===== config.mk =====
export PLATFORM = sky130hd
export DESIGN_NAME = mto_ctrl
export DESIGN_NICKNAME = d
export VERILOG_FILES = /design/src/rtl/matrix_orientation_transform_assert.svh /design/src/rtl/mto_pkg.sv /design/src/rtl/mto_ctrl.sv
export SDC_FILE = /design/constraint.sdc
export NUM_CORES = 1
export LEC_CHECK = 0
export BUFFER_PORTS_ARGS = -buffer_cell sky130_fd_sc_hd__buf_4
export CELL_PAD_IN_SITES_DETAIL_PLACEMENT = 0
export CELL_PAD_IN_SITES_GLOBAL_PLACEMENT = 1
export CORE_MARGIN = 8
export CORE_UTILIZATION = 49
export CTS_BUF_LIST = sky130_fd_sc_hd__clkbuf_4
export DETAILED_ROUTE_END_ITERATION = 6
export PLACE_DENSITY = 0.88
export REMOVE_ABC_BUFFERS = 1
export SYNTH_ARGS = -nofsm -noshare
export SYNTH_HDL_FRONTEND = slang
export SYNTH_SLANG_ARGS = --single-unit

===== constraint.sdc =====
create_clock -name clk -period 11.45 [get_ports clk]
set_clock_uncertainty 0.15 [all_clocks]
set_input_delay 0.5725 -clock clk [delete_from_list [all_inputs] [get_ports clk]]
set_output_delay 0.5725 -clock clk [all_outputs]
set_load 0.005 [all_outputs]

===== src/rtl/matrix_orientation_transform_assert.svh =====
// assertion macros for the orientation transform block
// expects signals named clk and rst in the including module
`ifndef MATRIX_ORIENTATION_TRANSFORM_ASSERT_SVH
`define MATRIX_ORIENTATION_TRANSFORM_ASSERT_SVH

// same-cycle implication, inactive during reset
`define MOT_ASSERT_NOW(lbl, ante, cons) \
  lbl: assert property (@(posedge clk) disable iff (rst) (ante) |-> (cons)) \
    else $error("orientation transform check failed");

// next-cycle implication, inactive during reset
`define MOT_ASSERT_NEXT(lbl, ante, cons) \
  lbl: assert property (@(posedge clk) disable iff (rst) (ante) |=> (cons)) \
    else $error("orientation transform check failed");

`endif


===== src/rtl/mto_pkg.sv =====
// shared types, codes and the orientation update function
// for the orientation transform block; no dependencies
package mto_pkg;

  localparam int DIM_W = 9;

  localparam logic [1:0] CMD_LOAD   = 2'd0;
  localparam logic [1:0] CMD_LETTER = 2'd1;
  localparam logic [1:0] CMD_READ   = 2'd2;

  localparam logic REG_ROWS = 1'b0;
  localparam logic REG_COLS = 1'b1;

  localparam logic [7:0] LTR_TRANSPOSE  = 8'h31;
  localparam logic [7:0] LTR_ANTI_TRANS = 8'h32;
  localparam logic [7:0] LTR_FLIP_V     = 8'h48;
  localparam logic [7:0] LTR_FLIP_H     = 8'h56;
  localparam logic [7:0] LTR_CW_A       = 8'h41;
  localparam logic [7:0] LTR_CW_Z       = 8'h5A;
  localparam logic [7:0] LTR_R180_B     = 8'h42;
  localparam logic [7:0] LTR_R180_Y     = 8'h59;
  localparam logic [7:0] LTR_CCW_C      = 8'h43;
  localparam logic [7:0] LTR_CCW_X      = 8'h58;

  typedef struct packed {
    logic [1:0] cmd;
    logic [7:0] data;
  } req_t;

  typedef struct packed {
    logic [7:0]       cell_value;
    logic [DIM_W-1:0] out_rows;
    logic [DIM_W-1:0] out_cols;
    logic             last_cell;
  } rsp_t;

  // transpose first, then reverse rows, then reverse columns
  typedef struct packed {
    logic swap;
    logic fv;
    logic fh;
  } orient_t;

  typedef struct packed {
    logic             valid;
    logic [DIM_W-1:0] out_rows;
    logic [DIM_W-1:0] out_cols;
    logic             last_cell;
  } rd_meta_t;

  function automatic orient_t transpose_then(orient_t o, logic fv, logic fh);
    orient_t r;
    r.fv   = o.fh ^ fv;
    r.fh   = o.fv ^ fh;
    r.swap = ~o.swap;
    return r;
  endfunction

  function automatic orient_t apply_letter(orient_t o, logic [7:0] ch);
    orient_t r;
    r = o;
    case (ch)
      LTR_TRANSPOSE:  r = transpose_then(o, 1'b0, 1'b0);
      LTR_ANTI_TRANS: r = transpose_then(o, 1'b1, 1'b1);
      LTR_FLIP_V:     r.fv = ~o.fv;
      LTR_FLIP_H:     r.fh = ~o.fh;
      LTR_CW_A,
      LTR_CW_Z:       r = transpose_then(o, 1'b0, 1'b1);
      LTR_R180_B,
      LTR_R180_Y: begin
        r.fv = ~o.fv;
        r.fh = ~o.fh;
      end
      LTR_CCW_C,
      LTR_CCW_X:      r = transpose_then(o, 1'b1, 1'b0);
      default:        r = o;
    endcase
    return r;
  endfunction

endpackage


===== src/rtl/mto_ctrl.sv =====
// frame geometry, orientation, load pointer and read position;
// computes the source address of each read; uses mto_pkg
module mto_ctrl #(
  parameter int MAX_DIM = 256
) (
  input  logic                           clk,
  input  logic                           rst,
  input  logic                           cfg_we,
  input  logic                           cfg_index,
  input  logic [mto_pkg::DIM_W-1:0]      cfg_data,
  input  logic                           req_valid,
  output logic                           req_ready,
  input  mto_pkg::req_t                  req,
  input  logic                           advance,
  output logic                           wr_en,
  output logic [$clog2(MAX_DIM*MAX_DIM)-1:0] wr_addr,
  output logic [7:0]                     wr_data,
  output logic [$clog2(MAX_DIM*MAX_DIM)-1:0] rd_addr,
  output mto_pkg::rd_meta_t              rd_meta
);

  localparam int DW  = $clog2(MAX_DIM + 1);
  localparam int DW2 = 2 * DW;
  localparam int PW  = $clog2(MAX_DIM);
  localparam int AW  = $clog2(MAX_DIM * MAX_DIM);
  localparam int LW  = AW + 1;

  logic [DW-1:0]     rows, cols;
  mto_pkg::orient_t  orient;
  logic [LW-1:0]     load_ptr;
  logic [PW-1:0]     read_row, read_col;

  logic              accept;
  logic [DW-1:0]     cfg_dim;
  logic [DW2-1:0]    frame_cells;
  logic              load_ok;
  logic [DW-1:0]     orows, ocols;
  logic              pos_oob;
  logic [PW-1:0]     rr, rc;
  logic [DW-1:0]     r2, c2;
  logic [DW-1:0]     mul_a, mul_b;
  logic [DW2-1:0]    product;
  logic              row_end, is_last;

  assign req_ready = !rd_meta.valid || advance;
  assign accept    = req_valid && req_ready;

  always_comb begin
    if (cfg_data == '0) begin
      cfg_dim = DW'(1);
    end else if (int'(cfg_data) > MAX_DIM) begin
      cfg_dim = DW'(MAX_DIM);
    end else begin
      cfg_dim = DW'(cfg_data);
    end
  end

  // load side
  assign frame_cells = DW2'(rows) * DW2'(cols);
  assign load_ok     = DW2'(load_ptr) < frame_cells;
  assign wr_en       = accept && (req.cmd == mto_pkg::CMD_LOAD) && load_ok;
  assign wr_addr     = load_ptr[AW-1:0];
  assign wr_data     = req.data;

  // read side
  always_comb begin
    orows   = orient.swap ? cols : rows;
    ocols   = orient.swap ? rows : cols;
    pos_oob = (DW'(read_row) >= orows) || (DW'(read_col) >= ocols);
    rr      = pos_oob ? '0 : read_row;
    rc      = pos_oob ? '0 : read_col;
    r2      = orient.fv ? (orows - DW'(rr) - DW'(1)) : DW'(rr);
    c2      = orient.fh ? (ocols - DW'(rc) - DW'(1)) : DW'(rc);
    mul_a   = orient.swap ? c2 : r2;
    mul_b   = orient.swap ? r2 : c2;
    product = DW2'(mul_a) * DW2'(cols);
    row_end = DW'(rc) == (ocols - DW'(1));
    is_last = row_end && (DW'(rr) == (orows - DW'(1)));
  end

  always_ff @(posedge clk) begin
    if (rst) begin
      rows          <= DW'(1);
      cols          <= DW'(1);
      orient        <= '0;
      load_ptr      <= '0;
      read_row      <= '0;
      read_col      <= '0;
      rd_meta.valid <= 1'b0;
    end else begin
      if (accept) begin
        case (req.cmd)
          mto_pkg::CMD_LOAD: begin
            if (load_ok) begin
              load_ptr <= load_ptr + LW'(1);
            end
          end
          mto_pkg::CMD_LETTER: begin
            orient <= mto_pkg::apply_letter(orient, req.data);
          end
          mto_pkg::CMD_READ: begin
            if (is_last) begin
              read_row <= '0;
              read_col <= '0;
            end else if (row_end) begin
              read_row <= rr + PW'(1);
              read_col <= '0;
            end else begin
              read_row <= rr;
              read_col <= rc + PW'(1);
            end
          end
          default: begin
          end
        endcase
      end
      if (accept && (req.cmd == mto_pkg::CMD_READ)) begin
        rd_meta.valid     <= 1'b1;
        rd_meta.out_rows  <= mto_pkg::DIM_W'(orows);
        rd_meta.out_cols  <= mto_pkg::DIM_W'(ocols);
        rd_meta.last_cell <= is_last;
      end else if (advance) begin
        rd_meta.valid <= 1'b0;
      end
      // new frame on any register write
      if (cfg_we) begin
        case (cfg_index)
          mto_pkg::REG_ROWS: rows <= cfg_dim;
          mto_pkg::REG_COLS: cols <= cfg_dim;
          default: begin
          end
        endcase
        orient   <= '0;
        load_ptr <= '0;
        read_row <= '0;
        read_col <= '0;
      end
    end
  end

  always_ff @(posedge clk) begin
    if (accept && (req.cmd == mto_pkg::CMD_READ)) begin
      rd_addr <= AW'(product + DW2'(mul_b));
    end
  end

endmodule


==> flow_metrics.env, run 1 <==
export IMPL_grt_pass1_vias=10300
export IMPL_critPathMaxStageDelay_ns=0.68
export IMPL_numPortBuffers=86
export IMPL_netlist_instances=1452
export IMPL_timing_setup_tns_ns=0
export IMPL_hold_buffers=0
export IMPL_postLayoutCellArea_um2=13400
export IMPL_max_vdd_ir_drop_mv=0.0591
export IMPL_die_width_um=175
export IMPL_min_path_cells=3
export IMPL_layout_nets=1751
export IMPL_cap_violations=0
export IMPL_synthTopCellsByArea="fa_1 (17%), ha_1 (13%), dfxtp_1 (8.9%)"
export IMPL_reg2reg_from="orient[2]$_SDFFE_PP0P_"
export IMPL_crit_type="reg -> reg"
export IMPL_finalCritPeriodShare_pct=93.1
export IMPL_syn2layout_area_growth_pct=8.13
export IMPL_synth_most_common_cell="inv_1"
export IMPL_ys_top_cells_by_count="inv_1 (162), nand2_1 (149), ha_1 (133)"
export IMPL_antenna_found_initial=1
export IMPL_rsz0062_at_grt="no"
export IMPL_synth_edf_count=35
export IMPL_power_leakage_nw=6.20
export IMPL_r2r_slack_ns=0.79
export IMPL_clockRootBuffer="clkbuf_4"
export IMPL_reg2reg_depth=37
export IMPL_wl_um=30900
export IMPL_ios=87
export IMPL_synth_cell_types=88
export IMPL_initial_core_util_pct=49.5
export IMPL_clk_path_buf_depth=2
export IMPL_finalSetupViolCount=0
export IMPL_endpoint_kind="flop"
export IMPL_layout_drive_gt1_share_pct=10.8
export IMPL_ys_async_sr_fraction_pct=0
export IMPL_drv_slew=0
export IMPL_via_count=10400
export IMPL_postCtsSetupBuffers=0
export IMPL_cp_required_ns=11.56
export IMPL_cts_tree="done"
export IMPL_htreeDepth=3
export IMPL_cts_resized=0
export IMPL_clkSlewWorstSetupHoldPaths_ns=0.18
export IMPL_crit_fanout=20
export IMPL_syn_mean_instance_area_um2=8.50
export IMPL_powerDensity_nw_per_um2=57.1
export IMPL_dieHeight_um=175
export IMPL_fillers=2361
export IMPL_syn_cell_area_um2=12300
export IMPL_grt_pass1_wl_um=51900
export IMPL_dpl_cell_area_um2=13200
export IMPL_tightest_slew_ns=1.10
export IMPL_arrival_ns=10.77
export IMPL_whs_endpoint="orient[0]$_SDFFE_PP0P_"
export IMPL_first_pass_iters=5
export IMPL_period_minus_slack_ns=10.66
export IMPL_ys_ff_latch=90
export IMPL_start_kind="flop"
export IMPL_crit_slowest_cell="dfxtp_2"
export IMPL_grt_use_total_pct=20.5
export IMPL_grt_max_degree=32
export IMPL_wire_per_inst_um=16.9
export IMPL_synth_top_cell_area_share_pct=17.0
export IMPL_clk_insertion_delay_late_ns=0.51
export IMPL_dp_hpwl_um=24400
export IMPL_ys_seq_area_share_pct=17.4
export IMPL_first_iter_violations=720
export IMPL_ys_warn_count=0
export IMPL_hp_start="req[8]"
export IMPL_cts_made_buffers=9
export IMPL_grt_overflow=0
export IMPL_slew_headroom_pct=26.3
export IMPL_num_rows=58
export IMPL_ant_nets=0
export IMPL_hp_class="in -> reg"
export IMPL_drc=0
export IMPL_outcome="finished, final reports clean"
export IMPL_synth_ff_type="dfxtp_1"
export IMPL_die_area_um2=30500
export IMPL_total_power_mw=0.762
export IMPL_synth_top_cell_by_area="fa_1"
export IMPL_core_um2=25000
export IMPL_fmax_ghz=0.0938
export IMPL_gp_congestion=0.980
export IMPL_numClockSinks=90
export IMPL_timing_rr_end="rd_addr[15]$_DFFE_PP_"
export IMPL_hold_viol_final=0
export IMPL_cp_common_cell="fa_1"
export IMPL_drt_vias_per_instance=5.69
kinds of logic (layout without fill, tap and decap cells):
kind of cell | count (synthesis) | after routing | synth area share [%]
and+or+nand+nor | 516 | 516 | 21.2
buffers and inverters | 256 | 297 | 8.81
AOI/OAI and AO/OA | 248 | 248 | 13.7
adders and majority gates | 238 | 238 | 30.5
DFF | 90 | 90 | 17.4
xor gates and xnor gates | 69 | 69 | 5.29
muxes | 35 | 35 | 3.07
other | 0 | 1 | 0
through the flow:
step	utilization (%)	setup slack [ns]	hold slack (ns)	std cells
6_report	53.5	0.789	0.195	1824
3_5_place_dp	52.7	0.873	0.355	1807
5_1_grt	53.5	0.116	0.168	1824
3_3_place_gp	52.7	1.16	0.353	1807
4_1_cts	53.5	0.797	0.158	1823
2_1_floorplan	-	0.722	0.322	1363
worst max path at each step:
stage,start,endpoint
2_1_floorplan,orient[2]$_SDFFE_PP0P_,rd_addr[15]$_DFFE_PP_
3_3_place_gp,orient[2]$_SDFFE_PP0P_,rd_addr[15]$_DFFE_PP_
3_5_place_dp,orient[2]$_SDFFE_PP0P_,rd_addr[15]$_DFFE_PP_
4_1_cts,orient[2]$_SDFFE_PP0P_,rd_addr[15]$_DFFE_PP_
5_1_grt,orient[2]$_SDFFE_PP0P_,rd_addr[15]$_DFFE_PP_
6_report,orient[2]$_SDFFE_PP0P_,rd_addr[15]$_DFFE_PP_
power by group:
part,switching (mW),internal (mW),total (mW)
registers,0.00735,0.337,0.344
logic,0.105,0.0681,0.173
clock network,0.132,0.112,0.245
total,0.245,0.517,0.762
metal layers:
layer / track usage (%) / part of all wire, %
met4: 6.25 / 2.3
met1: 28.2 / 46
met3: 3.26 / 6.5
met2: 32.5 / 45
met5: 0 / 0
cell type report:
class	count	area, um^2	share of cell area, %
sequential	90	2150	16.1
clock buffer	9	67.6	0.506
timing repair buffer	114	856	6.41
tap	330	413	3.09
antenna	1	2.50	0.0187
inverter	167	627	4.70
multi-input combinational	1106	9110	68.2
clock inverter	7	121	0.909
state kept, by name, summed over array words and instances, names as in the netlist:
name	flops
rows	9
cols	9
rd_meta	20
rd_addr	16
orient	3
read_row	8
load_ptr	17
read_col	8
layout by cell type, fill, tap and decap left out, types with 32 or more instances in the layout:
cell	synthesis	routed
fa_1	105	105
buf_4	25	114
nor2_1	105	104
o21ai_0	32	32
edfxtp_1	35	35
inv_1	162	162
dfxtp_1	55	54
nand2_1	149	149
ha_1	133	133
xnor2_1	38	38
a21oi_1	76	76
and2_1	74	74
worst max-delay path, delay by kind of cell, from the launching register on:
family                     cells  cell delay, ns
AOI/OAI and AO/OA             17            3.68
xor gates and xnor gates       2            0.28
adders and majority gates      9            3.75
buffers and inverters          5            0.76
DFF                            1            0.68
muxes                          2            0.66
and+or+nand+nor                2            0.43
(Power assumes the default switching activity.)
==> run 2: changes to the inputs <==
--- a/config.mk
+++ b/config.mk
@@ -5,7 +5,7 @@
 export SDC_FILE = /design/constraint.sdc
 export NUM_CORES = 1
 export LEC_CHECK = 0
-export BUFFER_PORTS_ARGS = -buffer_cell sky130_fd_sc_hd__buf_4
+export BUFFER_PORTS_ARGS = -buffer_cell sky130_fd_sc_hd__clkbuf_2
 export CELL_PAD_IN_SITES_DETAIL_PLACEMENT = 0
 export CELL_PAD_IN_SITES_GLOBAL_PLACEMENT = 1
 export CORE_MARGIN = 8
==> flow_metrics.env, run 2 (synthesis gave the netlist of run 1 again) <==
export IMPL_outcome="finished, final reports clean"
export IMPL_grt_use_total_pct=20.6
export IMPL_core_um2=25000
export IMPL_drt_vias_per_instance=5.72
export IMPL_ant_nets=0
export IMPL_worst_path_buf_inv=3
export IMPL_slew_headroom_pct=29.5
export IMPL_crit_type="reg -> reg"
export IMPL_grt_pass1_vias=10300
export IMPL_whs_endpoint="orient[0]$_SDFFE_PP0P_"
export IMPL_largest_reg_flops=20
export IMPL_numPortBuffers=86
export IMPL_rsz0062_at_grt="no"
export IMPL_cts_tree="done"
export IMPL_power_leakage_nw=6.09
export IMPL_start_kind="flop"
export IMPL_via_count=10400
export IMPL_tightest_slew_ns=1.06
export IMPL_multi_input_area_um2=9110
export IMPL_grt_pass1_wl_um=52300
export IMPL_crit_fanout=21
export IMPL_gp_congestion=0.956
export IMPL_cap_violations=0
export IMPL_finalCritPeriodShare_pct=93.9
export IMPL_numClockSinks=90
export IMPL_cp_common_cell="fa_1"
export IMPL_layout_drive_gt1_share_pct=10.7
export IMPL_final_common_cell="inv_1"
export IMPL_syn2layout_area_growth_pct=5.71
export IMPL_clkSlewWorstSetupHoldPaths_ns=0.19
export IMPL_timing_rr_end="rd_addr[15]$_DFFE_PP_"
export IMPL_period_minus_slack_ns=10.76
export IMPL_max_vdd_ir_drop_mv=0.0640
export IMPL_critPathTopFamily="compound AO/OA/AOI/OAI gates"
export IMPL_hp_start="req[8]"
export IMPL_reg_largest_list="rd_meta: 20 flops, load_ptr: 17 flops, rd_addr: 16 flops"
export IMPL_critPathMaxStageDelay_ns=0.64
export IMPL_hp_class="in -> reg"
export IMPL_fillers=2391
export IMPL_min_path_cells=3
export IMPL_cp_required_ns=11.57
export IMPL_powerDensity_nw_per_um2=54.1
export IMPL_grt_overflow=0
export IMPL_seq_area_um2=2150
export IMPL_clk_path_buf_depth=2
export IMPL_grt_max_degree=32
export IMPL_reg2reg_depth=34
export IMPL_hold_buffers=0
export IMPL_antenna_found_initial=1
export IMPL_die_width_um=175
export IMPL_r2r_slack_ns=0.69
export IMPL_initial_core_util_pct=49.5
export IMPL_clockRootBuffer="clkbuf_4"
export IMPL_first_iter_violations=777
export IMPL_die_area_um2=30500
export IMPL_reg2reg_from="orient[2]$_SDFFE_PP0P_"
export IMPL_top_register="rd_meta"
export IMPL_cts_made_buffers=9
export IMPL_num_rows=58
export IMPL_ios=87
export IMPL_wl_um=31400
export IMPL_htreeDepth=3
export IMPL_wire_per_inst_um=17.2
export IMPL_crit_slowest_cell="dfxtp_2"
export IMPL_timing_setup_tns_ns=0
export IMPL_endpoint_kind="flop"
export IMPL_fin_util_pct=52.3
export IMPL_drc=0
export IMPL_final_cell_mix="inv_1 (162), nand2_1 (149), ha_1 (133)"
export IMPL_dieHeight_um=175
export IMPL_layout_nets=1748
export IMPL_drv_slew=0
export IMPL_hold_viol_final=0
export IMPL_first_pass_iters=7
export IMPL_fmax_ghz=0.0930
export IMPL_clk_insertion_delay_late_ns=0.51
export IMPL_arrival_ns=10.87
export IMPL_finalSetupViolCount=0
export IMPL_dp_hpwl_um=24300
-- run 2: through the flow --
step	power (mW)	std cells	hold slack [ns]	setup slack [ns]	instance area (um^2)
2_1_floorplan	0.458	1363	0.322	0.722	11900
3_3_place_gp	0.515	1804	0.343	0.967	12900
3_5_place_dp	0.517	1804	0.355	0.595	12900
4_1_cts	0.712	1820	0.140	0.536	13000
5_1_grt	0.738	1821	0.175	0.0769	13100
6_report	0.707	1821	0.171	0.693	13100
-- run 2: worst max path at each step --
| stage | start | to | slack, ns | depth (start not counted) |
|---|---|---|---|---|
| 4_1_cts | orient[2]$_SDFFE_PP0P_ | rd_addr[15]$_DFFE_PP_ | 0.54 | 34 |
| 5_1_grt | orient[2]$_SDFFE_PP0P_ | rd_addr[15]$_DFFE_PP_ | 0.08 | 35 |
| 2_1_floorplan | orient[2]$_SDFFE_PP0P_ | rd_addr[15]$_DFFE_PP_ | 0.72 | 33 |
| 3_3_place_gp | orient[2]$_SDFFE_PP0P_ | rd_addr[15]$_DFFE_PP_ | 0.97 | 35 |
| 6_report | orient[2]$_SDFFE_PP0P_ | rd_addr[15]$_DFFE_PP_ | 0.69 | 34 |
| 3_5_place_dp | orient[2]$_SDFFE_PP0P_ | rd_addr[15]$_DFFE_PP_ | 0.60 | 35 |
-- run 2: layer usage --
layer  vias to the layer above  routed length [um]  GRT usage [%]
li1                       5013                   -              -
met3                        40                1790           2.70
met4                         0                 727           6.68
met5                         -                   0              0
met1                      5075               14500           28.5
met2                       280               14300           33.0
-- run 2: power by group --
group | switching, mW | total (mW) | internal [mW]
logic | 0.105 | 0.169 | 0.0631
registers | 0.00778 | 0.345 | 0.337
clock network | 0.145 | 0.194 | 0.0487
-- run 2: worst min-delay path, stage by stage --
cell,delay (ns)
clkbuf_2,0.11
nand3_1,0.07
a21oi_1,0.05
-- run 2: cell type report --
| class | count | share of cell area (%) |
|---|---|---|
| multi-input combinational | 1106 | 69.8 |
| sequential | 90 | 16.5 |
| inverter | 167 | 4.80 |
| timing repair buffer | 111 | 4.74 |
| tap | 330 | 3.16 |
| clock buffer | 9 | 0.518 |
| clock inverter | 7 | 0.451 |
| antenna | 1 | 0.0192 |
-- run 2: repair_timing --
| item | in CTS | in global routing |
|---|---|---|
| setup endpoints to repair | 0 | 1 |
| setup buffers | 0 | 0 |
| resized for setup | 0 | 1 |
==> run 3: changes to the inputs <==
--- a/config.mk
+++ b/config.mk
@@ -5,14 +5,15 @@
 export SDC_FILE = /design/constraint.sdc
 export NUM_CORES = 1
 export LEC_CHECK = 0
+export ABC_AREA = 1
 export BUFFER_PORTS_ARGS = -buffer_cell sky130_fd_sc_hd__clkbuf_2
 export CELL_PAD_IN_SITES_DETAIL_PLACEMENT = 0
 export CELL_PAD_IN_SITES_GLOBAL_PLACEMENT = 1
 export CORE_MARGIN = 8
-export CORE_UTILIZATION = 49
+export CORE_UTILIZATION = 47
 export CTS_BUF_LIST = sky130_fd_sc_hd__clkbuf_4
 export DETAILED_ROUTE_END_ITERATION = 6
-export PLACE_DENSITY = 0.88
+export PLACE_DENSITY = 0.87
 export REMOVE_ABC_BUFFERS = 1
 export SYNTH_ARGS = -nofsm -noshare
 export SYNTH_HDL_FRONTEND = slang
==> flow_metrics.env, run 3 <==
export IMPL_violations="DRC"
export IMPL_dp_hpwl_um=25900
export IMPL_endpoint_kind="flop"
export IMPL_ys_warn_count=0
export IMPL_top_register="rd_meta"
export IMPL_slew_headroom_pct=26.9
export IMPL_timing_setup_tns_ns=0
export IMPL_p_int_mw=0.464
export IMPL_clk_insertion_delay_late_ns=0.52
export IMPL_start_kind="flop"
export IMPL_critPathMaxStageDelay_ns=0.85
export IMPL_hold_viol_final=0
export IMPL_crit_slowest_cell="dfxtp_1"
export IMPL_cts_tree="done"
export IMPL_reg2reg_from="cols[5]$_SDFFE_PP0P_"
export IMPL_max_vdd_ir_drop_mv=0.0475
export IMPL_timing_rr_end="rd_addr[15]$_DFFE_PP_"
export IMPL_hp_class="in -> reg"
export IMPL_synth_ff_type="dfxtp_1"
export IMPL_layout_drive_gt1_share_pct=10.8
export IMPL_finalSetupViolCount=0
export IMPL_wl_um=32900
export IMPL_ys_ff_latch=90
export IMPL_grt_max_degree=56
export IMPL_ant_nets=0
export IMPL_syn_cell_area_um2=12100
export IMPL_grt_pass1_vias=10300
export IMPL_ys_async_sr_fraction_pct=0
export IMPL_ios=87
export IMPL_syn_mean_instance_area_um2=7.45
export IMPL_first_iter_violations=667
export IMPL_numPortBuffers=86
export IMPL_largest_reg_flops=20
export IMPL_synthTopCellsByArea="fa_1 (17%), ha_1 (14%), nand2_1 (11%)"
export IMPL_via_count=10400
export IMPL_seqPwrFrac_pct=46.6
export IMPL_cts_made_buffers=9
export IMPL_tightest_slew_ns=1.10
export IMPL_layout_nets=1929
export IMPL_syn2layout_area_growth_pct=5.22
export IMPL_powerDensity_nw_per_um2=60.0
export IMPL_hp_start="cfg_data[2]"
export IMPL_dieHeight_um=177
export IMPL_core_um2=25300
export IMPL_power_leakage_nw=6.52
export IMPL_swShare_pct=39.4
export IMPL_drt_vias_per_instance=5.21
export IMPL_synth_cell_types=56
export IMPL_ys_seq_area_share_pct=17.8
export IMPL_grt_pass1_wl_um=53800
export IMPL_period_minus_slack_ns=9.54
export IMPL_ys_top_cells_by_count="nand2_1 (363), inv_1 (286), ha_1 (133)"
export IMPL_fillers=2553
export IMPL_drv_slew=0
export IMPL_numClockSinks=90
export IMPL_fin_hold_ws_ns=0.223
export IMPL_grt_overflow=0
export IMPL_p_clk_share_pct=25.2
export IMPL_grt_use_total_pct=21.4
export IMPL_postCtsSetupBuffers=0
export IMPL_reg2reg_depth=51
export IMPL_comb_power_share_pct=28.3
export IMPL_antenna_found_initial=1
export IMPL_crit_fanout=14
export IMPL_hold_buffers=0
export IMPL_whs_endpoint="rows[2]$_SDFFE_PP0P_"
export IMPL_cp_required_ns=11.58
export IMPL_arrival_ns=9.66
export IMPL_htreeDepth=3
export IMPL_p_sw_mw=0.301
export IMPL_netlist_instances=1627
export IMPL_die_width_um=177
export IMPL_clockRootBuffer="clkbuf_4"
export IMPL_synth_top_cell_area_share_pct=17.3
export IMPL_rsz0062_at_grt="no"
export IMPL_clk_path_buf_depth=2
export IMPL_num_rows=58
export IMPL_reg_largest_list="rd_meta: 20 flops, load_ptr: 17 flops, rd_addr: 16 flops"
export IMPL_drc=9
export IMPL_final_cell_mix="nand2_1 (363), inv_1 (286), ha_1 (133)"
export IMPL_cap_violations=0
export IMPL_wire_per_inst_um=16.4
export IMPL_cp_common_cell="inv_1"
export IMPL_synth_most_common_cell="nand2_1"
export IMPL_finalCritPeriodShare_pct=83.3
export IMPL_die_area_um2=31200
export IMPL_synth_top_cell_by_area="fa_1"
export IMPL_final_common_cell="nand2_1"
export IMPL_first_pass_iters=7
export IMPL_initial_core_util_pct=48.0
export IMPL_synth_edf_count=35
export IMPL_min_path_cells=3
export IMPL_crit_type="reg -> reg"
export IMPL_clkSlewWorstSetupHoldPaths_ns=0.17
export IMPL_total_power_mw=0.765
export IMPL_gp_congestion=0.935
export IMPL_fmax_ghz=0.105
export IMPL_outcome="finished, violations left"
export IMPL_cts_resized=0
export IMPL_r2r_slack_ns=1.91
run 3: worst max-delay path: cells and delay by family (launching register included):
family,cells,cell delay (ns)
fa+ha+maj,9,3.91
flops,1,0.85
buf+inv,10,0.91
compound gates,6,0.91
simple gates,24,2.28
xor+xnor,2,0.30
run 3: layout make-up:
cell class                 count  area [um^2]  share of cell area (%)
sequential                    90         2150                    16.9
tap                          330          413                    3.24
timing repair buffer          92          475                    3.73
clock inverter                 6         47.5                   0.373
multi-input combinational   1173         8450                    66.3
clock buffer                  10         75.1                   0.589
inverter                     300         1130                    8.89
antenna                        1         2.50                  0.0196
run 3: worst max-delay path by stage:
stage	cells past startpoint	start	end	slack, ns
3_3_place_gp	49	orient[2]$_SDFFE_PP0P_	rd_addr[15]$_DFFE_PP_	2.06
4_1_cts	49	orient[2]$_SDFFE_PP0P_	rd_addr[15]$_DFFE_PP_	1.93
2_1_floorplan	49	orient[2]$_SDFFE_PP0P_	rd_addr[15]$_DFFE_PP_	2.29
5_1_grt	49	orient[2]$_SDFFE_PP0P_	rd_addr[15]$_DFFE_PP_	1.09
3_5_place_dp	49	orient[2]$_SDFFE_PP0P_	rd_addr[15]$_DFFE_PP_	1.95
6_report	51	cols[5]$_SDFFE_PP0P_	rd_addr[15]$_DFFE_PP_	1.91
run 3: power groups by stage:
stage | combinational, mW | sequential (mW) | clock [mW]
CTS | 0.216 | 0.356 | 0.198
floorplan | 0.155 | 0.357 | 0
finish | 0.216 | 0.356 | 0.193
global route | 0.246 | 0.357 | 0.207
global placement | 0.214 | 0.362 | 0
detailed placement | 0.215 | 0.363 | 0
run 3: metal layers:
| metal | track usage [%] | wire [um] | up-vias |
|---|---|---|---|
| met5 | 0 | 0 | - |
| li1 | - | - | 5215 |
| met4 | 5.53 | 601 | 0 |
| met3 | 3.29 | 2060 | 40 |
| met2 | 36.8 | 15800 | 309 |
| met1 | 27.7 | 14500 | 4875 |
run 3: cell families after synthesis:
family | synth area share (%)
flops | 17.8
fa+ha+maj | 31.1
buf+inv | 12.6
compound gates | 9.09
xor+xnor | 4.41
mux | 0.165
simple gates | 24.9
run 3: stage by stage:
stage / util, % / instances / setup WS, ns / area [um^2]
6_report: 50.5 / 2002 / 1.91 / 12800
5_1_grt: 50.5 / 2002 / 1.09 / 12800
4_1_cts: 50.5 / 2001 / 1.93 / 12700
3_5_place_dp: 50.0 / 1985 / 1.95 / 12600
3_3_place_gp: 50.0 / 1985 / 2.06 / 12600
2_1_floorplan: - / 1563 / 2.29 / 11700
